--- src/ddm_pkg.sv ---
`default_nettype none

package ddm_pkg;

    // widths fixed by the item and register formats
    localparam int unsigned CfgIdxW   = 3;
    localparam int unsigned CfgDataW  = 12;
    localparam int unsigned DutyW     = 10;
    localparam int unsigned SpeedW    = 16;
    localparam int unsigned TargetW   = 14;

    // default full-scale duty
    localparam int unsigned DutyFullDefault = 1000;

    // stick value below which an axis counts as deflected low
    localparam logic [11:0] StickLow = 12'd20;

    // configuration register indexes
    typedef enum logic [CfgIdxW-1:0] {
        CFG_SPEED_GAIN,
        CFG_FOLLOW_SPEED,
        CFG_CENTER_X,
        CFG_DEAD_ZONE,
        CFG_STOP_DISTANCE,
        CFG_REMOTE_SPEED,
        CFG_REMOTE_TURN_DROP,
        CFG_STICK_HIGH
    } t_cfg_idx;

    // configuration reset values
    localparam logic [3:0]  SpeedGainReset      = 4'd3;
    localparam logic [9:0]  FollowSpeedReset    = 10'd200;
    localparam logic [10:0] CenterXReset        = 11'd320;
    localparam logic [9:0]  DeadZoneReset       = 10'd80;
    localparam logic [9:0]  StopDistanceReset   = 10'd15;
    localparam logic [9:0]  RemoteSpeedReset    = 10'd200;
    localparam logic [9:0]  RemoteTurnDropReset = 10'd75;
    localparam logic [11:0] StickHighReset      = 12'd4000;

    typedef enum logic [1:0] {
        MODE_STOP,
        MODE_CAMERA,
        MODE_REMOTE,
        MODE_HOLD
    } t_mode;

    typedef enum logic [1:0] {
        DIR_NONE,
        DIR_FWD,
        DIR_REV
    } t_dir;

    typedef struct packed {
        logic [3:0]  speed_gain;
        logic [9:0]  follow_speed;
        logic [10:0] center_x;
        logic [9:0]  dead_zone;
        logic [9:0]  stop_distance;
        logic [9:0]  remote_speed;
        logic [9:0]  remote_turn_drop;
        logic [11:0] stick_high;
    } t_cfg;

    typedef struct packed {
        logic [1:0]        drive_mode;
        logic              person_seen;
        logic [15:0]       obstacle_cm;
        logic [10:0]       target_x;
        logic [SpeedW-1:0] left_speed;
        logic [SpeedW-1:0] right_speed;
        logic [11:0]       stick_x;
        logic [11:0]       stick_y;
    } t_item;

    typedef struct packed {
        t_dir             left_dir;
        t_dir             right_dir;
        logic [DutyW-1:0] left_duty;
        logic [DutyW-1:0] right_duty;
    } t_res;

endpackage

`default_nettype wire

--- src/ddm_in_if.sv ---
`default_nettype none

interface ddm_in_if;
    logic        valid;
    logic        ready;
    logic [1:0]  drive_mode;
    logic        person_seen;
    logic [15:0] obstacle_cm;
    logic [10:0] target_x;
    logic [15:0] left_speed;
    logic [15:0] right_speed;
    logic [11:0] stick_x;
    logic [11:0] stick_y;

    modport source (
        output valid, drive_mode, person_seen, obstacle_cm, target_x,
               left_speed, right_speed, stick_x, stick_y,
        input  ready
    );

    modport sink (
        input  valid, drive_mode, person_seen, obstacle_cm, target_x,
               left_speed, right_speed, stick_x, stick_y,
        output ready
    );
endinterface

`default_nettype wire

--- src/ddm_out_if.sv ---
`default_nettype none

interface ddm_out_if;
    logic       valid;
    logic       ready;
    logic [1:0] left_dir;
    logic [1:0] right_dir;
    logic [9:0] left_duty;
    logic [9:0] right_duty;

    modport source (
        output valid, left_dir, right_dir, left_duty, right_duty,
        input  ready
    );

    modport sink (
        input  valid, left_dir, right_dir, left_duty, right_duty,
        output ready
    );
endinterface

`default_nettype wire

--- src/ddm_cfg.sv ---
`default_nettype none

module ddm_cfg
    import ddm_pkg::*;
(
    input  wire logic                i_clk,
    input  wire logic                i_rst_n,
    input  wire logic                i_we,
    input  wire logic [CfgIdxW-1:0]  i_idx,
    input  wire logic [CfgDataW-1:0] i_data,
    output t_cfg                     o_cfg
);

    t_cfg r_cfg;

    // register file, each write masked to the register width
    always_ff @(posedge i_clk) begin
        if (!i_rst_n) begin
            r_cfg.speed_gain       <= SpeedGainReset;
            r_cfg.follow_speed     <= FollowSpeedReset;
            r_cfg.center_x         <= CenterXReset;
            r_cfg.dead_zone        <= DeadZoneReset;
            r_cfg.stop_distance    <= StopDistanceReset;
            r_cfg.remote_speed     <= RemoteSpeedReset;
            r_cfg.remote_turn_drop <= RemoteTurnDropReset;
            r_cfg.stick_high       <= StickHighReset;
        end else if (i_we) begin
            case (t_cfg_idx'(i_idx))
                CFG_SPEED_GAIN:       r_cfg.speed_gain       <= i_data[3:0];
                CFG_FOLLOW_SPEED:     r_cfg.follow_speed     <= i_data[9:0];
                CFG_CENTER_X:         r_cfg.center_x         <= i_data[10:0];
                CFG_DEAD_ZONE:        r_cfg.dead_zone        <= i_data[9:0];
                CFG_STOP_DISTANCE:    r_cfg.stop_distance    <= i_data[9:0];
                CFG_REMOTE_SPEED:     r_cfg.remote_speed     <= i_data[9:0];
                CFG_REMOTE_TURN_DROP: r_cfg.remote_turn_drop <= i_data[9:0];
                CFG_STICK_HIGH:       r_cfg.stick_high       <= i_data[11:0];
                default: ;
            endcase
        end
    end

    assign o_cfg = r_cfg;

endmodule

`default_nettype wire

--- src/ddm_duty.sv ---
`default_nettype none

module ddm_duty
    import ddm_pkg::*;
#(
    parameter int unsigned DUTY_FULL = DutyFullDefault
) (
    input  wire logic signed [TargetW-1:0] i_target,
    input  wire logic        [SpeedW-1:0]  i_actual,
    input  wire logic        [3:0]         i_gain,
    output logic             [DutyW-1:0]   o_duty
);

    localparam int unsigned ErrW  = SpeedW + 2;
    localparam int unsigned PosW  = ErrW - 1;
    localparam int unsigned ProdW = PosW + 4;
    localparam logic [ProdW-1:0] DutyFullP = ProdW'(DUTY_FULL);

    logic signed [ErrW-1:0] err;
    logic        [PosW-1:0] err_pos;
    logic        [ProdW-1:0] prod;

    // speed error, negative part dropped
    assign err = $signed({{(ErrW-TargetW){i_target[TargetW-1]}}, i_target})
               - $signed({2'b00, i_actual});
    assign err_pos = err[ErrW-1] ? '0 : err[PosW-1:0];

    // proportional term, saturated to full scale
    assign prod   = {4'b0000, err_pos} * {{PosW{1'b0}}, i_gain};
    assign o_duty = (prod > DutyFullP) ? DutyFullP[DutyW-1:0] : prod[DutyW-1:0];

endmodule

`default_nettype wire

--- src/ddm_mix.sv ---
`default_nettype none

module ddm_mix
    import ddm_pkg::*;
#(
    parameter int unsigned DUTY_FULL = DutyFullDefault
) (
    input  wire t_item i_item,
    input  wire t_cfg  i_cfg,
    input  wire t_res  i_state,
    output t_res       o_next
);

    typedef enum logic [1:0] {
        AXIS_MID,
        AXIS_LOW,
        AXIS_HIGH
    } t_axis;

    logic signed [11:0]        off;
    logic        [10:0]        abs_off;
    logic                      near;
    logic                      cam_stop;
    logic signed [TargetW-1:0] fs_t;
    logic signed [TargetW-1:0] off_t;
    logic signed [TargetW-1:0] dz_t;
    logic signed [TargetW-1:0] rsp_t;
    logic signed [TargetW-1:0] drop_t;
    logic signed [TargetW-1:0] cam_tl;
    logic signed [TargetW-1:0] cam_tr;
    logic signed [TargetW-1:0] rem_tl;
    logic signed [TargetW-1:0] rem_tr;
    logic signed [TargetW-1:0] tgt_l;
    logic signed [TargetW-1:0] tgt_r;
    t_axis                     xa;
    t_axis                     ya;
    t_dir                      rem_ldir;
    t_dir                      rem_rdir;
    logic        [DutyW-1:0]   duty_l;
    logic        [DutyW-1:0]   duty_r;
    t_mode                     mode;

    assign mode = t_mode'(i_item.drive_mode);

    // camera: offset from center, dead zone and stop test
    assign off      = $signed({1'b0, i_item.target_x}) - $signed({1'b0, i_cfg.center_x});
    assign abs_off  = off[11] ? 11'(-off) : off[10:0];
    assign near     = abs_off < {1'b0, i_cfg.dead_zone};
    assign cam_stop = !i_item.person_seen || (i_item.obstacle_cm < {6'b0, i_cfg.stop_distance});

    assign fs_t   = $signed({4'b0000, i_cfg.follow_speed});
    assign off_t  = $signed({{2{off[11]}}, off});
    assign dz_t   = $signed({4'b0000, i_cfg.dead_zone});
    assign cam_tl = (near || !off[11]) ? fs_t : fs_t + off_t + dz_t;
    assign cam_tr = (near || off[11])  ? fs_t : fs_t - off_t + dz_t;

    // remote: classify each stick axis, high tested first
    always_comb begin
        if (i_item.stick_x > i_cfg.stick_high) begin
            xa = AXIS_HIGH;
        end else if (i_item.stick_x < StickLow) begin
            xa = AXIS_LOW;
        end else begin
            xa = AXIS_MID;
        end
        if (i_item.stick_y > i_cfg.stick_high) begin
            ya = AXIS_HIGH;
        end else if (i_item.stick_y < StickLow) begin
            ya = AXIS_LOW;
        end else begin
            ya = AXIS_MID;
        end
    end

    assign rsp_t  = $signed({4'b0000, i_cfg.remote_speed});
    assign drop_t = $signed({4'b0000, i_cfg.remote_turn_drop});
    assign rem_tl = (xa == AXIS_LOW  && ya != AXIS_MID) ? rsp_t - drop_t : rsp_t;
    assign rem_tr = (xa == AXIS_HIGH && ya != AXIS_MID) ? rsp_t - drop_t : rsp_t;

    // remote directions: stick y sets travel, x alone spins
    always_comb begin
        rem_ldir = i_state.left_dir;
        rem_rdir = i_state.right_dir;
        if (ya == AXIS_LOW) begin
            rem_ldir = DIR_FWD;
            rem_rdir = DIR_FWD;
        end else if (ya == AXIS_HIGH) begin
            rem_ldir = DIR_REV;
            rem_rdir = DIR_REV;
        end else if (xa == AXIS_LOW) begin
            rem_ldir = DIR_REV;
            rem_rdir = DIR_FWD;
        end else if (xa == AXIS_HIGH) begin
            rem_ldir = DIR_FWD;
            rem_rdir = DIR_REV;
        end
    end

    // shared duty units
    assign tgt_l = (mode == MODE_REMOTE) ? rem_tl : cam_tl;
    assign tgt_r = (mode == MODE_REMOTE) ? rem_tr : cam_tr;

    ddm_duty #(.DUTY_FULL(DUTY_FULL)) u_duty_l (
        .i_target (tgt_l),
        .i_actual (i_item.left_speed),
        .i_gain   (i_cfg.speed_gain),
        .o_duty   (duty_l)
    );

    ddm_duty #(.DUTY_FULL(DUTY_FULL)) u_duty_r (
        .i_target (tgt_r),
        .i_actual (i_item.right_speed),
        .i_gain   (i_cfg.speed_gain),
        .o_duty   (duty_r)
    );

    // next state by drive mode
    always_comb begin
        o_next = i_state;
        case (mode)
            MODE_STOP: begin
                o_next.left_duty  = '0;
                o_next.right_duty = '0;
            end
            MODE_CAMERA: begin
                o_next.left_dir   = DIR_FWD;
                o_next.right_dir  = DIR_FWD;
                o_next.left_duty  = cam_stop ? '0 : duty_l;
                o_next.right_duty = cam_stop ? '0 : duty_r;
            end
            MODE_REMOTE: begin
                o_next.left_dir  = rem_ldir;
                o_next.right_dir = rem_rdir;
                if (xa == AXIS_MID && ya == AXIS_MID) begin
                    o_next.left_duty  = '0;
                    o_next.right_duty = '0;
                end else begin
                    o_next.left_duty  = duty_l;
                    o_next.right_duty = duty_r;
                end
            end
            default: ;
        endcase
    end

endmodule

`default_nettype wire

--- src/differential_drive_mixer_top.sv ---
// channel   dir   handshake      payload
// i_in      in    valid/ready    drive_mode, person_seen, obstacle_cm, target_x,
//                                left_speed, right_speed, stick_x, stick_y
// o_out     out   valid/ready    left_dir, right_dir, left_duty, right_duty
// i_cfg_*   in    write enable   i_cfg_idx register index, i_cfg_data value
//
// one item per cycle sustained while o_out is not stalled; an accepted item passes
// the input register, then the result register, before it is shown on o_out
// the result register also holds the drive state that the next item starts from
// synchronous active-low reset clears both stages, the drive state and the
// configuration registers to their defaults
// a stalled output holds the result; the input register still takes one more
// item before i_in.ready drops
`default_nettype none

module differential_drive_mixer_top
    import ddm_pkg::*;
#(
    parameter int unsigned DUTY_FULL = DutyFullDefault
) (
    input  wire logic                i_clk,
    input  wire logic                i_rst_n,
    input  wire logic                i_cfg_we,
    input  wire logic [CfgIdxW-1:0]  i_cfg_idx,
    input  wire logic [CfgDataW-1:0] i_cfg_data,
    ddm_in_if.sink                   i_in,
    ddm_out_if.source                o_out
);

    t_cfg  cfg;
    t_item in_item;
    t_item r_item;
    t_res  r_res;
    t_res  n_res;
    logic  r_s1_valid;
    logic  r_s2_valid;
    logic  s2_free;
    logic  advance;
    logic  take;

    ddm_cfg u_cfg (
        .i_clk   (i_clk),
        .i_rst_n (i_rst_n),
        .i_we    (i_cfg_we),
        .i_idx   (i_cfg_idx),
        .i_data  (i_cfg_data),
        .o_cfg   (cfg)
    );

    // pack the incoming item
    assign in_item.drive_mode  = i_in.drive_mode;
    assign in_item.person_seen = i_in.person_seen;
    assign in_item.obstacle_cm = i_in.obstacle_cm;
    assign in_item.target_x    = i_in.target_x;
    assign in_item.left_speed  = i_in.left_speed;
    assign in_item.right_speed = i_in.right_speed;
    assign in_item.stick_x     = i_in.stick_x;
    assign in_item.stick_y     = i_in.stick_y;

    // stage handshake
    assign s2_free    = !r_s2_valid || o_out.ready;
    assign advance    = r_s1_valid && s2_free;
    assign i_in.ready = !r_s1_valid || s2_free;
    assign take       = i_in.valid && i_in.ready;

    ddm_mix #(.DUTY_FULL(DUTY_FULL)) u_mix (
        .i_item  (r_item),
        .i_cfg   (cfg),
        .i_state (r_res),
        .o_next  (n_res)
    );

    // input register payload
    always_ff @(posedge i_clk) begin
        if (take) begin
            r_item <= in_item;
        end
    end

    // stage valids and drive state / result register
    always_ff @(posedge i_clk) begin
        if (!i_rst_n) begin
            r_s1_valid <= 1'b0;
            r_s2_valid <= 1'b0;
            r_res      <= '{left_dir: DIR_NONE, right_dir: DIR_NONE,
                            left_duty: '0, right_duty: '0};
        end else begin
            if (take) begin
                r_s1_valid <= 1'b1;
            end else if (advance) begin
                r_s1_valid <= 1'b0;
            end
            if (advance) begin
                r_s2_valid <= 1'b1;
                r_res      <= n_res;
            end else if (o_out.ready) begin
                r_s2_valid <= 1'b0;
            end
        end
    end

    // result channel
    assign o_out.valid      = r_s2_valid;
    assign o_out.left_dir   = r_res.left_dir;
    assign o_out.right_dir  = r_res.right_dir;
    assign o_out.left_duty  = r_res.left_duty;
    assign o_out.right_duty = r_res.right_duty;

endmodule

`default_nettype wire

--- src/flat_wrapper.sv ---
// flat-port wrapper written by rule: the top's interface ports become plain ports
module differential_drive_mixer_top_flat import ddm_pkg::*;
#(
    parameter int unsigned DUTY_FULL = DutyFullDefault
)
  (i_clk, i_rst_n, i_cfg_we, i_cfg_idx, i_cfg_data, i_in_valid, i_in_drive_mode, i_in_person_seen, i_in_obstacle_cm, i_in_target_x, i_in_left_speed, i_in_right_speed, i_in_stick_x, i_in_stick_y, i_in_ready, o_out_valid, o_out_left_dir, o_out_right_dir, o_out_left_duty, o_out_right_duty, o_out_ready);
  ddm_in_if i_in_i ();
  ddm_out_if o_out_i ();
  input  wire logic i_clk;
  input  wire logic i_rst_n;
  input  wire logic i_cfg_we;
  input  wire logic [CfgIdxW-1:0] i_cfg_idx;
  input  wire logic [CfgDataW-1:0] i_cfg_data;
  input wire logic [$bits(i_in_i.valid)-1:0] i_in_valid;
  input wire logic [$bits(i_in_i.drive_mode)-1:0] i_in_drive_mode;
  input wire logic [$bits(i_in_i.person_seen)-1:0] i_in_person_seen;
  input wire logic [$bits(i_in_i.obstacle_cm)-1:0] i_in_obstacle_cm;
  input wire logic [$bits(i_in_i.target_x)-1:0] i_in_target_x;
  input wire logic [$bits(i_in_i.left_speed)-1:0] i_in_left_speed;
  input wire logic [$bits(i_in_i.right_speed)-1:0] i_in_right_speed;
  input wire logic [$bits(i_in_i.stick_x)-1:0] i_in_stick_x;
  input wire logic [$bits(i_in_i.stick_y)-1:0] i_in_stick_y;
  output wire logic [$bits(i_in_i.ready)-1:0] i_in_ready;
  output wire logic [$bits(o_out_i.valid)-1:0] o_out_valid;
  output wire logic [$bits(o_out_i.left_dir)-1:0] o_out_left_dir;
  output wire logic [$bits(o_out_i.right_dir)-1:0] o_out_right_dir;
  output wire logic [$bits(o_out_i.left_duty)-1:0] o_out_left_duty;
  output wire logic [$bits(o_out_i.right_duty)-1:0] o_out_right_duty;
  input wire logic [$bits(o_out_i.ready)-1:0] o_out_ready;
  assign i_in_i.valid = i_in_valid;
  assign i_in_i.drive_mode = i_in_drive_mode;
  assign i_in_i.person_seen = i_in_person_seen;
  assign i_in_i.obstacle_cm = i_in_obstacle_cm;
  assign i_in_i.target_x = i_in_target_x;
  assign i_in_i.left_speed = i_in_left_speed;
  assign i_in_i.right_speed = i_in_right_speed;
  assign i_in_i.stick_x = i_in_stick_x;
  assign i_in_i.stick_y = i_in_stick_y;
  assign i_in_ready = i_in_i.ready;
  assign o_out_valid = o_out_i.valid;
  assign o_out_left_dir = o_out_i.left_dir;
  assign o_out_right_dir = o_out_i.right_dir;
  assign o_out_left_duty = o_out_i.left_duty;
  assign o_out_right_duty = o_out_i.right_duty;
  assign o_out_i.ready = o_out_ready;
  differential_drive_mixer_top #(.DUTY_FULL(DUTY_FULL)) u_core (.i_clk(i_clk), .i_rst_n(i_rst_n), .i_cfg_we(i_cfg_we), .i_cfg_idx(i_cfg_idx), .i_cfg_data(i_cfg_data), .i_in(i_in_i), .o_out(o_out_i));
endmodule
--- config.mk ---
export PLATFORM = sky130hd
export DESIGN_NAME = differential_drive_mixer_top_flat
export DESIGN_NICKNAME = d
export VERILOG_FILES = /design/src/ddm_pkg.sv /design/src/ddm_in_if.sv /design/src/ddm_out_if.sv /design/src/ddm_cfg.sv /design/src/ddm_duty.sv /design/src/ddm_mix.sv /design/src/differential_drive_mixer_top.sv /design/src/flat_wrapper.sv
export SDC_FILE = /design/constraint.sdc
export NUM_CORES = 1
export LEC_CHECK = 0
export BUFFER_PORTS_ARGS = -buffer_cell sky130_fd_sc_hd__buf_2
export CAP_MARGIN = 20
export CORE_ASPECT_RATIO = 1.5
export CORE_MARGIN = 10
export CORE_UTILIZATION = 60
export DETAILED_ROUTE_END_ITERATION = 10
export PLACE_DENSITY = 0.77
export SETUP_SLACK_MARGIN = 0.2
export SLEW_MARGIN = 20
export SYNTH_ARGS = -nofsm -noshare
export SYNTH_HDL_FRONTEND = slang
export SYNTH_SLANG_ARGS = --single-unit
--- constraint.sdc ---
create_clock -name i_clk -period 24.5 [get_ports i_clk]
set_input_delay 1.225 -clock i_clk [delete_from_list [all_inputs] [get_ports i_clk]]
set_output_delay 1.225 -clock i_clk [all_outputs]
set_load 0.01 [all_outputs]
### Word level (Yosys, flattened, before mapping)

Cells that the tools add are included.

| word-level totals | value |
|---|---|
| bits in registers | 189 |
| bits in latches | 0 |
| RAM bits | 0 |
| bits in read-only memories | 0 |
| input port bits | 106 |
| output and inout port bits | 26 |
| logic and storage cells | 120 |
| memories | 0 |

| cells by class | value |
|---|---|
| add/subtract/negate cells | 9 |
| $mul | 2 |
| div/mod/pow operators | 0 |
| order comparisons | 8 |
| equality and inequality tests | 14 |
| shift-type cells | 0 |
| muxes and demuxes | 32 |
| bitwise logic cells | 0 |
| reductions and logical operators | 33 |

Operators with widths:

| cell | count |
|---|---|
| 2-to-1 mux 14 bit | 6 |
| case mux 20 bit (3 select lines) | 1 |
| > comparator 21 x 10 -> 1 bit (second input constant) | 2 |
| multiplier 17 x 4 -> 21 bit | 2 |
| 2-to-1 mux 10 bit | 4 |
| subtractor 14 x 17 -> 18 bit | 2 |
| 2-to-1 mux 17 bit | 2 |
| adder 13 x 11 -> 14 bit | 2 |
| > comparator 12 bit | 2 |
| less-than comparator 12 x 5 -> 1 bit (second input constant) | 2 |
| 2-to-1 mux 2 bit | 10 |
| 2-to-1 mux 20 bit | 1 |
| AND reduction 2 bit | 9 |
| less-than comparator 16 x 10 -> 1 bit | 1 |
| adder 11 x 12 -> 13 bit | 1 |
| subtractor 11 x 12 -> 13 bit | 1 |
| equality test 3 bit (second input constant) | 4 |
| subtractor 11 x 11 -> 12 bit | 1 |
| less-than comparator 11 x 10 -> 1 bit | 1 |
| 2-to-1 mux 11 bit | 1 |
| negator 11 bit | 1 |
| subtractor 10 x 10 -> 11 bit | 1 |
| case mux 4 bit (2 select lines) | 1 |
| nonzero test 2 bit | 4 |
| 13 further kinds | 36 |

### Depth between registers and ports, before layout

Gate-level depths: netlist (run 1).

| depth | value |
|---|---|
| depth after elaboration | 14 |
| depth in mapped cells | 47 |
| mapped depth without buffers | 44 |

### By module

A second synthesis (run 1) with hierarchy kept.

| unflattened totals | value |
|---|---|
| cells, all modules | 1995 |
| area, all modules | 17699.5 sq um |

Modules (own cells, without submodules):

| module | instances | cells each | area each (sq um) | seq. area each (sq um) |
|---|---|---|---|---|
| ddm_mix | 1 | 646 | 4792.1 | 0.0 |
| differential_drive_mixer_top | 1 | 200 | 3651.0 | 3103.0 |
| ddm_duty (u_core.u_mix.u_duty_r) | 1 | 433 | 3150.5 | 0.0 |
| ddm_duty (u_core.u_mix.u_duty_l) | 1 | 427 | 3113.0 | 0.0 |
| ddm_cfg | 1 | 289 | 2992.9 | 1541.5 |

### Least setup slack after synthesis (run 1)

Ideal clock, no wire load.

| timing | value |
|---|---|
| path type | register to register |
| start | register u_core.r_item[56] (netlist name) |
| end | register u_core.r_res, in the netlist u_core.o_out.left_duty[3] |
| setup time | 117 ps |
| data arrival time | 10365 ps |
| data required time | 24383 ps |
| setup slack | 14018 ps |
| stages on the path, launching flop included | 43 |
| path buffers | 3 |
| period minus slack after synthesis | 10482 ps |
| cell sequence | edfxtp_1 inv_1 ha_1 fa_1 nand2b_1 a211oi_4 nor4_2 a311oi_4 nand4_1 nor2b_1 xnor2_1 ha_1 a21o_1 a221o_1 a21oi_1 a31o_1 buf_6 buf_2 [7 not listed] o211a_1 o41a_1 clkbuf_1 nand2_1 or3_1 fa_1 inv_1 fa_1 fa_1 a211o_1 a21oi_1 o2111ai_1 nand2_1 mux2_2 or4_1 or3b_2 a211o_1 a22o_1 |

| on the way | value |
|---|---|
| longest elaborated chain between the ends | 14 |
| elaborated cells between the ends (all ways) | 18 |
| those cells by class | add/sub: 5; mul: 1; order compare: 2; mux: 8; reduce/logical: 2 |

Ends and longest elaborated chain:

| what | RTL line | source |
|---|---|---|
| from (decl) | differential_drive_mixer_top.sv:32 | `t_item r_item;` |
| from (signal assigned) | differential_drive_mixer_top.sv:76 | `r_item <= in_item;` |
| subtractor 11 x 11 -> 12 bit (*) | ddm_mix.sv:46 | `assign off = $signed({1'b0, i_item.target_x}) - $signed({1'b0, i_cfg.center_x});` |
| negator 11 bit | ddm_mix.sv:47 | `assign abs_off = off[11] ? 11'(-off) : off[10:0];` |
| 2-to-1 mux 11 bit | ddm_mix.sv:47 |  |
| less-than comparator 11 x 10 -> 1 bit | ddm_mix.sv:48 | `assign near = abs_off < {1'b0, i_cfg.dead_zone};` |
| logical OR 1 bit | ddm_mix.sv:54 | `assign cam_tl = (near \|\| !off[11]) ? fs_t : fs_t + off_t + dz_t;` |
| 2-to-1 mux 14 bit (*) | ddm_mix.sv:54 |  |
| 2-to-1 mux 14 bit (*) | ddm_mix.sv:100 | `assign tgt_l = (mode == MODE_REMOTE) ? rem_tl : cam_tl;` |
| subtractor 14 x 17 -> 18 bit (*) | ddm_duty.sv:25 | `- $signed({2'b00, i_actual});` |
| 2-to-1 mux 17 bit (*) | ddm_duty.sv:26 | `assign err_pos = err[ErrW-1] ? '0 : err[PosW-1:0];` |
| multiplier 17 x 4 -> 21 bit (*) | ddm_duty.sv:29 | `assign prod = {4'b0000, err_pos} * {{PosW{1'b0}}, i_gain};` |
| > comparator 21 x 10 -> 1 bit | ddm_duty.sv:30 | `assign o_duty = (prod > DutyFullP) ? DutyFullP[DutyW-1:0] : prod[DutyW-1:0];` |
| 2-to-1 mux 10 bit (*) | ddm_duty.sv:30 |  |
| 2-to-1 mux 20 bit or 2-to-1 mux 10 bit (tied branches) | ddm_mix.sv:134, ddm_mix.sv:128 |  |
| case mux 20 bit (3 select lines) (*) | ddm_mix.sv:120 | `case (mode)` |
| to (signal assigned) | differential_drive_mixer_top.sv:85 | `r_res <= '{left_dir: DIR_NONE, right_dir: DIR_NONE,` |
| to (signal assigned) | differential_drive_mixer_top.sv:95 | `r_res <= n_res;` |
| to (decl) | differential_drive_mixer_top.sv:33 | `t_res r_res;` |

Mark *: on every way between the ends. The rest lies on a longest branch, timed or not.
A chain may end at the register's enable or synchronous reset.

### Final worst setup path (run 1)

Same ends and word-level chain as after synthesis.

==> flow_summary_export.csv, run 1 <==
group,metric,value,unit
logic_synthesis,syn_inst,2012,
flow_run,cap_violations,0,
setup_path,slowest_delay,0.87,ns
placement,dp_cells,2428,
sta,tightest_slew,1.09,ns
logic_synthesis,yosysTopAreaCell,"edfxtp_1",
logic_synthesis,ys_seq_area_frac,0.270,
placement,io_buffers,131,
layout,num-nets-final,2469,
layout,final_cells,2460,
floorplan,ios,132,
clocking,ctsResizeCount,0,
global_routing,grt_usage,0.251,
clocking,root_buffer,"clkbuf_16",
setup_path,endpoint,"u_core.o_out.left_duty[3]",
setup_path,path_common_cell,"fa_1",
floorplan,core_area,28200,um^2
sta,fmax,0.0830,GHz
floorplan,start_util,0.612,
routing,wl,44800,um
floorplan,die_area,36000,um^2
power_and_ir_drop,ir_drop,58.8,uV
clocking,numCtsBuffers,17,
logic_synthesis,ys_warn_count,0,
routing,vias,14700,
logic_synthesis,synth_async_sr_flop_share,0,
clocking,cts_tree,"yes",
logic_synthesis,netlist_top_cells_count,"inv_1, nand2_1, ha_1",
setup_path,crit_required,24.86,ns
sta,rsz0062_at_grt,"false",
logic_synthesis,synth_edf_count,86,
logic_synthesis,synth_area_per_cell,8.56,um^2
floorplan,std_cell_rows,75,
global_routing,grt_overflow,0,
sta,fin_crit_sh,0.492,
clocking,worstSkewPairLatency,0.47,ns
floorplan,die_h,228,um
setup_path,slowest_stage,"a31o_1",
sta,setup_tns,0,ns
routing,post-route-drc-count,0,
power_and_ir_drop,power.leakage,0.00847,uW
sta,maxSlewHeadroom,0.255,
routing,firstDrtPassIters,6,
sta,finalMaxSlewViolations,0,
routing,drtAntennaViolNets,0,
routing,drt_iter0_drc,835,
clocking,post-cts-setup-buffers,0,
logic_synthesis,yosys_register_bits,189,
global_routing,grt_max_degree,86,
sta,finalClockSkew,0.0130,ns
sta,setup_viol,0,
logic_synthesis,ys_types,86,
status,status,"finished clean",
logic_synthesis,ys.flop_type,"dfxtp_1",
global_routing,grt_pass1_vias,14800,
global_routing,antenna_found_initial,0,
power_and_ir_drop,power.density,62.4,nW/um^2
routing,routedWlPerCell,18.2,um
setup_path,worstPathArrival,12.40,ns
sta,period_needed,12.04,ns
sta,hold_viol,0,
clocking,clk_path_buf_depth,2,
setup_path,critical_path_class,"reg -> reg",
setup_path,reg2reg_from,"u_core.r_item[56]",
layout,drive_gt1_frac,0.0956,
hold_path,hold_path.class,"reg -> reg",
global_routing,grt_pass1_wl,72300,um
setup_path,crit_fanout,17,
logic_synthesis,synth_area,17200,um^2
logic_synthesis,yosys-top-cells-area,"edfxtp_1, ha_1, dfxtp_1",
floorplan,die_x,158,um
layout,areaGrowthSynthToFinish,8.55,%
logic_synthesis,synth.most_common_cell,"inv_1",
placement,dpl.hpwl,35900,um
setup_path,end_kind,"register",
setup_path,r2r_setup_slack,12.46,ns
layout,diodes,0,
routing,vias_per_cell,5.97,
logic_synthesis,yosys.area.top_type_share,0.150,
clocking,hold_buffers,0,
setup_path,critPathLaunchType,"register",
clocking,h-tree-depth,4,
setup_path,reg2reg_to,"u_core.o_out.left_duty[3]",
logic_synthesis,synth_nets,2380,
clocking,cts.clk_slew.worst_paths,0.08,ns
setup_path,startpoint,"u_core.r_item[56]",
setup_path,worst-r2r-cell-count,39,
placement,gp_congestion,1.01,
clocking,clock_sinks,189,
## how the worst min path moves through the flow
stage	startpoint	end	slack, ns	depth (start not counted)
final	u_core.o_out.left_duty[7]	u_core.o_out.left_duty[7]	0.43	2
after global routing	u_core.o_out.left_duty[5]	u_core.o_out.left_duty[5]	0.46	2
after CTS	u_core.o_out.left_duty[6]	u_core.o_out.left_duty[6]	0.44	2
after detailed placement	u_core.o_out.left_duty[6]	u_core.o_out.left_duty[6]	0.42	2
after global placement	u_core.o_out.left_duty[7]	u_core.o_out.left_duty[7]	0.42	2
after floorplan	u_core.u_cfg.o_cfg[32]	u_core.u_cfg.o_cfg[32]	0.43	2
## flip-flops by register name (all words and copies together), names as in the netlist
name / flops
u_core.u_cfg.o_cfg: 77
u_core.o_out.left_duty: 10
u_core.o_out.right_duty: 10
u_core.o_out.valid: 1
u_core.o_out.right_dir: 2
u_core.r_item: 86
u_core.r_s1_valid: 1
u_core.o_out.left_dir: 2
## kinds of logic after synthesis
| group | after synthesis | share of synthesized area |
|---|---|---|
| simple gates | 670 | 0.191 |
| mux | 31 | 0.0182 |
| compound gates | 437 | 0.178 |
| flops | 189 | 0.270 |
| fa+ha+maj | 262 | 0.226 |
| buf+inv | 348 | 0.0792 |
| xor+xnor | 75 | 0.0386 |
## report_power, final
group	internal, uW	switching (uW)	total [uW]
logic	205	315	520
clock network	149	147	297
registers	343	6.77	350
total	698	469	1170
## worst max-delay path: cells and delay by family, from the launching register on
kind | cells | cell delay [ns]
AO/OA/AOI/OAI | 16 | 4.95
XOR/XNOR | 1 | 0.16
adder cells (fa/ha/maj) | 7 | 2.81
buffers and inverters | 2 | 0.10
flip-flops | 1 | 0.33
multiplexers | 2 | 0.60
AND/OR/NAND/NOR | 11 | 2.96
## placed cells by master (no fill, tap or decap), types with 8 or more instances in the layout
cell type | netlist | routed
a211oi_1 | 24 | 24
nand2b_1 | 16 | 16
dfxtp_1 | 103 | 103
o21ai_0 | 58 | 58
nor3_1 | 93 | 93
nor2_1 | 119 | 119
and3_1 | 23 | 23
buf_4 | 3 | 9
nor2b_1 | 51 | 51
clkbuf_16 | 0 | 17
buf_2 | 5 | 131
o211ai_1 | 38 | 38
inv_1 | 276 | 276
nor4_1 | 13 | 13
o31ai_1 | 14 | 14
a31oi_1 | 8 | 8
nand2_1 | 214 | 214
a21o_1 | 26 | 26
a21oi_1 | 101 | 101
nor3b_1 | 18 | 18
xor2_1 | 26 | 26
or3_1 | 30 | 30
edfxtp_1 | 86 | 86
o21a_1 | 25 | 25
nand3_1 | 41 | 41
ha_1 | 180 | 180
mux2i_1 | 28 | 28
a21boi_0 | 53 | 53
fa_1 | 82 | 82
xnor2_1 | 48 | 48
nand4_1 | 15 | 15
## final cells by class
| class | count | area [um^2] |
|---|---|---|
| clock buffers | 17 | 425 |
| clock inverters | 15 | 210 |
| fillers | 2402 | 9450 |
| inverters | 278 | 1040 |
| multi-input cells | 1475 | 11200 |
| flip-flops and latches | 189 | 4640 |
| well taps | 346 | 433 |
| repair buffers | 140 | 723 |
## layer usage
layer / track usage / up-vias / routed length [um]
met1: 0.263 / 6928 / 16900
met4: 0.154 / 0 / 2610
li1: - / 7168 / -
met5: 0 / - / 0
met2: 0.458 / 441 / 23300
met3: 0.0387 / 137 / 2010
## through the flow
stage          total power (uW)  worst slack, ns   util  hold slack, ns  cell area [um^2]
2_1_floorplan               754            14.02      -           0.433             17200
3_3_place_gp                854            12.83  0.642           0.421             18100
3_5_place_dp                868            12.50  0.642           0.425             18100
4_1_cts                    1170            12.48  0.664           0.436             18700
5_1_grt                    1240            11.63  0.664           0.457             18700
6_report                   1170            12.46  0.664           0.433             18700
(Power assumes the default switching activity.)
==> run 2, diff against run 1 <==
clock period = 11.1 ns   (was 24.5 ns; I/O delays follow)
==> run 2 against run 1 <==
  * Flip-flop and latch count unchanged
  * Largest cell class unchanged
  * Utilization increased by 1.5 points
  * Via count increased by 1.4%
  * Hold slack got worse by 0.18 ns
==> flow_summary_export.csv, run 2 (same netlist as run 1, synthesis figures left out) <==
group,metric,value,unit
sta,hold_slack,0.257,ns
setup_path,end_kind,"register",
sta,fin_crit_sh,0.945,
setup_path,r2r_setup_slack,0.61,ns
clocking,h-tree-depth,4,
layout,areaGrowthSynthToFinish,11.1,%
setup_path,worst-r2r-cell-count,42,
routing,wl,45800,um
sta,hold_viol,0,
sta,setup_viol,0,
setup_path,crit_required,11.46,ns
global_routing,grt_pass1_vias,15000,
setup_path,slowest_delay,0.70,ns
floorplan,die_x,158,um
layout,largest_register_ffs,86,
floorplan,core_area,28200,um^2
global_routing,antenna_found_initial,0,
routing,vias_per_cell,5.97,
hold_path,worstHoldStart,"i_in_target_x[2]",
global_routing,grt_pass1_wl,73100,um
layout,num-nets-final,2502,
routing,drtAntennaViolNets,0,
setup_path,slowest_stage,"or4b_2",
global_routing,grt_usage,0.255,
flow_run,cap_violations,0,
setup_path,reg2reg_to,"u_core.o_out.right_duty[8]",
floorplan,start_util,0.612,
sta,fmax,0.0954,GHz
sta,period_needed,10.49,ns
floorplan,die_h,228,um
routing,firstDrtPassIters,5,
status,status,"finished clean",
sta,tightest_slew,1.05,ns
power_and_ir_drop,ir_drop,120,uV
power_and_ir_drop,power.density,137,nW/um^2
routing,post-route-drc-count,0,
sta,rsz0062_at_grt,"false",
clocking,numCtsBuffers,17,
setup_path,reg2reg_from,"u_core.r_item[58]",
clocking,clk_path_buf_depth,2,
layout,top_register,"u_core.r_item",
layout,final_core_util,0.680,
clocking,worstSkewPairLatency,0.47,ns
setup_path,crit_fanout,15,
sta,maxSlewHeadroom,0.299,
hold_path,hold_path.class,"in -> reg",
floorplan,ios,132,
global_routing,grt_overflow,0,
floorplan,die_area,36000,um^2
global_routing,grt_max_degree,86,
setup_path,critical_path_class,"reg -> reg",
layout,layout_commonest_cell,"inv_1",
floorplan,std_cell_rows,75,
layout,drive_gt1_frac,0.124,
sta,finalMaxSlewViolations,0,
clocking,cts.clk_slew.worst_paths,0.08,ns
placement,dpl.hpwl,36600,um
layout,final_cell_mix,"inv_1, nand2_1, ha_1",
layout,diodes,0,
clocking,root_buffer,"clkbuf_16",
placement,io_buffers,131,
power_and_ir_drop,power.leakage,0.00869,uW
setup_path,critPathLaunchType,"register",
hold_path,hold_path_end,"u_core.r_item[58]",
clocking,clock_sinks,189,
setup_path,worstPathArrival,10.84,ns
routing,drt_iter0_drc,744,
routing,vias,14900,
hold_path,whs_path_depth,1,
sta,finalClockSkew,0.0146,ns
routing,routedWlPerCell,18.4,um
clocking,cts_tree,"yes",
placement,gp_congestion,1.00,
run 2: cell types whose count changed in the layout (fill, tap and decap cells not counted), moves of 3 or more:
cell and delta:
buf_4 +31, a21oi_1 -6, a21oi_2 +5, ha_1 -4, clkinv_8 -3, ha_4 +3
run 2: area by class of cell:
class | instances | area [um^2]
Clock inverter | 12 | 119
Timing Repair Buffer | 173 | 987
Fill cell | 2333 | 9010
Sequential cell | 189 | 4640
Multi-Input combinational cell | 1475 | 11400
Inverter | 278 | 1040
Clock buffer | 20 | 468
Tap cell | 346 | 433
run 2: worst max-delay path, delay by kind of cell (launching register included):
| kind | cells | cell delay (ns) |
|---|---|---|
| AO/OA/AOI/OAI | 18 | 3.90 |
| AND/OR/NAND/NOR | 11 | 2.72 |
| adder cells (fa/ha/maj) | 6 | 2.27 |
| buffers and inverters | 6 | 0.93 |
| flip-flops | 1 | 0.40 |
| XOR/XNOR | 1 | 0.14 |
run 2: how the worst max path moves through the flow:
| stage | start | end | depth (start not counted) |
|---|---|---|---|
| 5_1_grt | u_core.r_item[56] | u_core.o_out.left_duty[3] | 45 |
| 4_1_cts | u_core.r_item[56] | u_core.o_out.left_duty[3] | 44 |
| 3_5_place_dp | u_core.r_item[56] | u_core.o_out.right_duty[8] | 43 |
| 3_3_place_gp | u_core.r_item[58] | u_core.o_out.right_duty[8] | 42 |
| 6_report | u_core.r_item[58] | u_core.o_out.right_duty[8] | 42 |
| 2_1_floorplan | u_core.r_item[56] | u_core.o_out.left_duty[3] | 42 |
run 2: timing repair:
action | 4_1_cts | 5_1_grt
pin swaps | 0 | 14
setup endpoints to repair | 10 | 20
buffers inserted | 0 | 11
gates resized for setup | 4 | 42
hold endpoints to repair | 0 | 0
hold buffers | 0 | 0
run 2: stage by stage:
step / instances / setup WS [ns] / area, um^2 / TNS (ns) / total power (uW)
3_3_place_gp: 2450 / 0.0135 / 18200 / 0 / 1910
2_1_floorplan: 2012 / 0.618 / 17200 / 0 / 1660
5_1_grt: 2493 / 0.166 / 19100 / 0 / 2790
4_1_cts: 2482 / 0.155 / 18900 / 0 / 2560
3_5_place_dp: 2450 / -0.151 / 18200 / -1.03 / 1940
6_report: 2493 / 0.615 / 19100 / 0 / 2630
run 2: report_power, final:
| part | internal, uW | switching (uW) |
|---|---|---|
| Combinational | 506 | 727 |
| Sequential | 757 | 15.5 |
| Clock | 316 | 303 |
run 2: per-layer routing:
| layer | share of wire | routed length [um] | track usage | vias up |
|---|---|---|---|---|
| li1 | - | - | - | 7246 |
| met1 | 0.38 | 17300 | 0.268 | 7026 |
| met2 | 0.52 | 23900 | 0.462 | 459 |
| met3 | 0.044 | 2030 | 0.0376 | 144 |
| met4 | 0.058 | 2660 | 0.162 | 0 |
| met5 | 0 | 0 | 0 | - |
==> run 3, diff against run 2 <==
ABC_AREA = 1   (was unset)
CTS_CLUSTER_SIZE = 20   (was unset)
clock period = 12.8 ns   (was 11.1 ns; I/O delays follow)
==> run 3 against run 2 <==
  * Flip-flop and latch count stayed put
  * Routed wire length is 7.0% lower
  * First-iteration DRC count is 11% higher
  * Synthesized area is 4.1% lower
  * Critical endpoint is now u_core.o_out.left_duty[9]
  * Largest cell class unchanged
  * Total power is 15% lower
  * Clock skew is 0.0019 ns lower
  * Critical path depth is 12 higher
  * Final cell count is 5.6% higher
  * Worst setup slack better by 1.8 ns
  * Register-to-register slack better by 1.8 ns
  * Utilization is 1.7 points lower
  * Non-clock buffer count is 38 lower
==> flow_summary_export.csv, run 3 <==
group,metric,value,unit
status,status,"finished clean",
logic_synthesis,yosys.area_share.xor_xnor,0.0366,
layout,diodes,0,
placement,pre_cts_slack,2.51,ns
logic_synthesis,synth_nets,2541,
placement,dp_cells,2599,
logic_synthesis,yosys.area.top_type_share,0.156,
routing,wl,42600,um
logic_synthesis,yosys-top-cells-area,"edfxtp_1, ha_1, dfxtp_1",
global_routing,grt_pass1_vias,14800,
logic_synthesis,synth_compound_area_frac,0.147,
layout,fill_cells,2367,
placement,dpl.hpwl,34600,um
layout,layout_commonest_cell,"inv_1",
logic_synthesis,yosysTopAreaCell,"edfxtp_1",
sta,setup_tns,0,ns
power_and_ir_drop,ir_drop,115,uV
sta,setup_viol,0,
clocking,post-cts-setup-buffers,0,
setup_path,slowest_delay,0.55,ns
global_routing,antenna_found_initial,0,
clocking,h-tree-depth,4,
flow_run,cap_violations,0,
sta,hold_viol,0,
power_and_ir_drop,power.leakage,0.00890,uW
setup_path,reg2reg_to,"u_core.o_out.left_duty[9]",
routing,drtAntennaViolNets,0,
logic_synthesis,synth_async_sr_flop_share,0,
clocking,worstSkewPairLatency,0.47,ns
clocking,numCtsBuffers,17,
layout,top_register,"u_core.r_item",
clocking,cts_tree,"yes",
setup_path,r2r_setup_slack,2.40,ns
global_routing,grt_max_degree,73,
logic_synthesis,ys_seq_area_frac,0.281,
sta,finalMaxSlewViolations,0,
placement,io_buffers,131,
logic_synthesis,synth_top_family_by_area,"adder cells",
sta,fmax,0.0961,GHz
sta,period_needed,10.40,ns
floorplan,core_area,27200,um^2
logic_synthesis,muxShareOfSynthArea,0,
clocking,cts.clk_slew.worst_paths,0.08,ns
global_routing,grt_usage,0.245,
logic_synthesis,ys_types,47,
routing,drt_iter0_drc,823,
sta,fin_crit_sh,0.813,
setup_path,critPathLaunchType,"register",
sta,finalClockSkew,0.0127,ns
layout,largest_register_ffs,86,
floorplan,die_area,34700,um^2
routing,vias_per_cell,5.53,
logic_synthesis,ys.flop_type,"dfxtp_1",
layout,final_cell_mix,"inv_1, nand2_1, a21oi_1",
routing,post-route-drc-count,0,
clocking,hold_buffers,0,
logic_synthesis,netlist_top_cells_count,"inv_1, nand2_1, a21oi_1",
floorplan,die_x,155,um
routing,routedWlPerCell,16.2,um
floorplan,start_util,0.607,
logic_synthesis,syn_inst,2173,
logic_synthesis,synth.most_common_cell,"inv_1",
routing,firstDrtPassIters,7,
setup_path,path_common_cell,"nand2_1",
setup_path,endpoint,"u_core.o_out.left_duty[9]",
clocking,clock_sinks,189,
clocking,clk_path_buf_depth,2,
sta,rsz0062_at_grt,"false",
setup_path,crit_required,13.16,ns
setup_path,worst-r2r-cell-count,54,
logic_synthesis,ys_warn_count,0,
placement,gp_congestion,1.03,
logic_synthesis,yosys_register_bits,189,
floorplan,ios,132,
sta,tightest_slew,1.05,ns
sta,setup_ws,2.40,ns
clocking,root_buffer,"clkbuf_16",
hold_path,worstHoldStart,"i_in_stick_x[8]",
logic_synthesis,synth_edf_count,86,
sta,maxSlewHeadroom,0.297,
setup_path,end_kind,"register",
floorplan,die_h,223,um
layout,num-nets-final,2645,
setup_path,reg2reg_from,"u_core.r_item[62]",
hold_path,hold_path.class,"in -> reg",
power_and_ir_drop,power.density,123,nW/um^2
routing,vias,14600,
setup_path,startpoint,"u_core.r_item[62]",
layout,areaGrowthSynthToFinish,9.13,%
global_routing,grt_pass1_wl,69400,um
layout,drive_gt1_frac,0.0900,
layout,final_cells,2632,
logic_synthesis,synth_area,16500,um^2
logic_synthesis,synth_area_per_cell,7.60,um^2
setup_path,slowest_stage,"fa_1",
clocking,ctsResizeCount,0,
floorplan,std_cell_rows,74,
logic_synthesis,synthSimpleGateAreaFrac,0.193,
setup_path,crit_fanout,20,
logic_synthesis,synth-adder-area-share,0.236,
global_routing,grt_overflow,0,
setup_path,worstPathArrival,10.76,ns
setup_path,critical_path_class,"reg -> reg",
==> run 3: changes by cell type in the layout (fill, tap and decap cells not counted), moves of 28 or more <==
| cell | previous run | this run |
|---|---|---|
| or3_1 | 30 | 2 |
| nor2_1 | 118 | 206 |
| nor2b_1 | 51 | 0 |
| a21boi_0 | 51 | 0 |
| o21ai_0 | 58 | 141 |
| nor3_1 | 91 | 18 |
| nand3_1 | 41 | 96 |
| nand2_1 | 213 | 348 |
| buf_4 | 40 | 3 |
| a21oi_1 | 95 | 222 |
| inv_1 | 276 | 407 |
| mux2i_1 | 28 | 0 |
==> run 3: how the worst min path moves through the flow <==
stage                                      endpoint  slack [ns]  cells after the start
after floorplan              u_core.u_cfg.o_cfg[36]        0.43                      2
after global placement       u_core.u_cfg.o_cfg[36]        0.44                      2
after detailed placement  u_core.o_out.left_duty[5]        0.45                      2
after CTS                         u_core.r_item[20]        0.33                      1
after global routing               u_core.r_item[6]        0.33                      1
final                             u_core.r_item[20]        0.34                      1
==> run 3: power by group <==
part / internal (uW) / switching [uW]
clock: 266 / 272
sequential: 659 / 13.9
combinational: 362 / 653
total: 1290 / 939
==> run 3: layer usage <==
layer	routed length (um)	share of wire	global-route usage	vias to the layer above
met1	16000	0.38	0.248	6766
met2	22700	0.53	0.465	393
met5	0	0	0	-
li1	-	-	-	7290
met3	1830	0.043	0.0364	118
met4	2000	0.047	0.132	0
==> run 3: layout make-up <==
class | count | area (um^2) | share of cell area
multi-input cells | 1518 | 10100 | 0.561
clock buffers | 19 | 443 | 0.0246
inverters | 416 | 1560 | 0.0867
well taps | 342 | 428 | 0.0237
repair buffers | 135 | 693 | 0.0384
flip-flops and latches | 189 | 4640 | 0.258
clock inverters | 13 | 151 | 0.00840
==> run 3: cells by family (layout without fill, tap and decap cells) <==
group	after synthesis	in the layout
simple gates	746	746
buf+inv	466	583
compound gates	441	441
fa+ha+maj	262	262
flops	189	189
xor+xnor	69	69
==> run 3: through the flow <==
stage / power (uW) / cell area (um^2) / hold slack (ns) / utilization
2_1_floorplan: 1460 / 16500 / 0.433 / -
3_3_place_gp: 1660 / 17400 / 0.445 / 0.640
3_5_place_dp: 1690 / 17400 / 0.452 / 0.640
4_1_cts: 2230 / 18000 / 0.331 / 0.662
5_1_grt: 2390 / 18000 / 0.329 / 0.662
6_report: 2230 / 18000 / 0.341 / 0.662
==> run 3: worst max-delay path: cells and delay by family (launching register included) <==
kind | cells | cell delay [ns]
adders and majority gates | 6 | 2.36
AOI/OAI and AO/OA | 18 | 3.09
DFF | 1 | 0.38
buffers and inverters | 4 | 0.52
xor gates and xnor gates | 2 | 0.29
and+or+nand+nor | 24 | 3.64
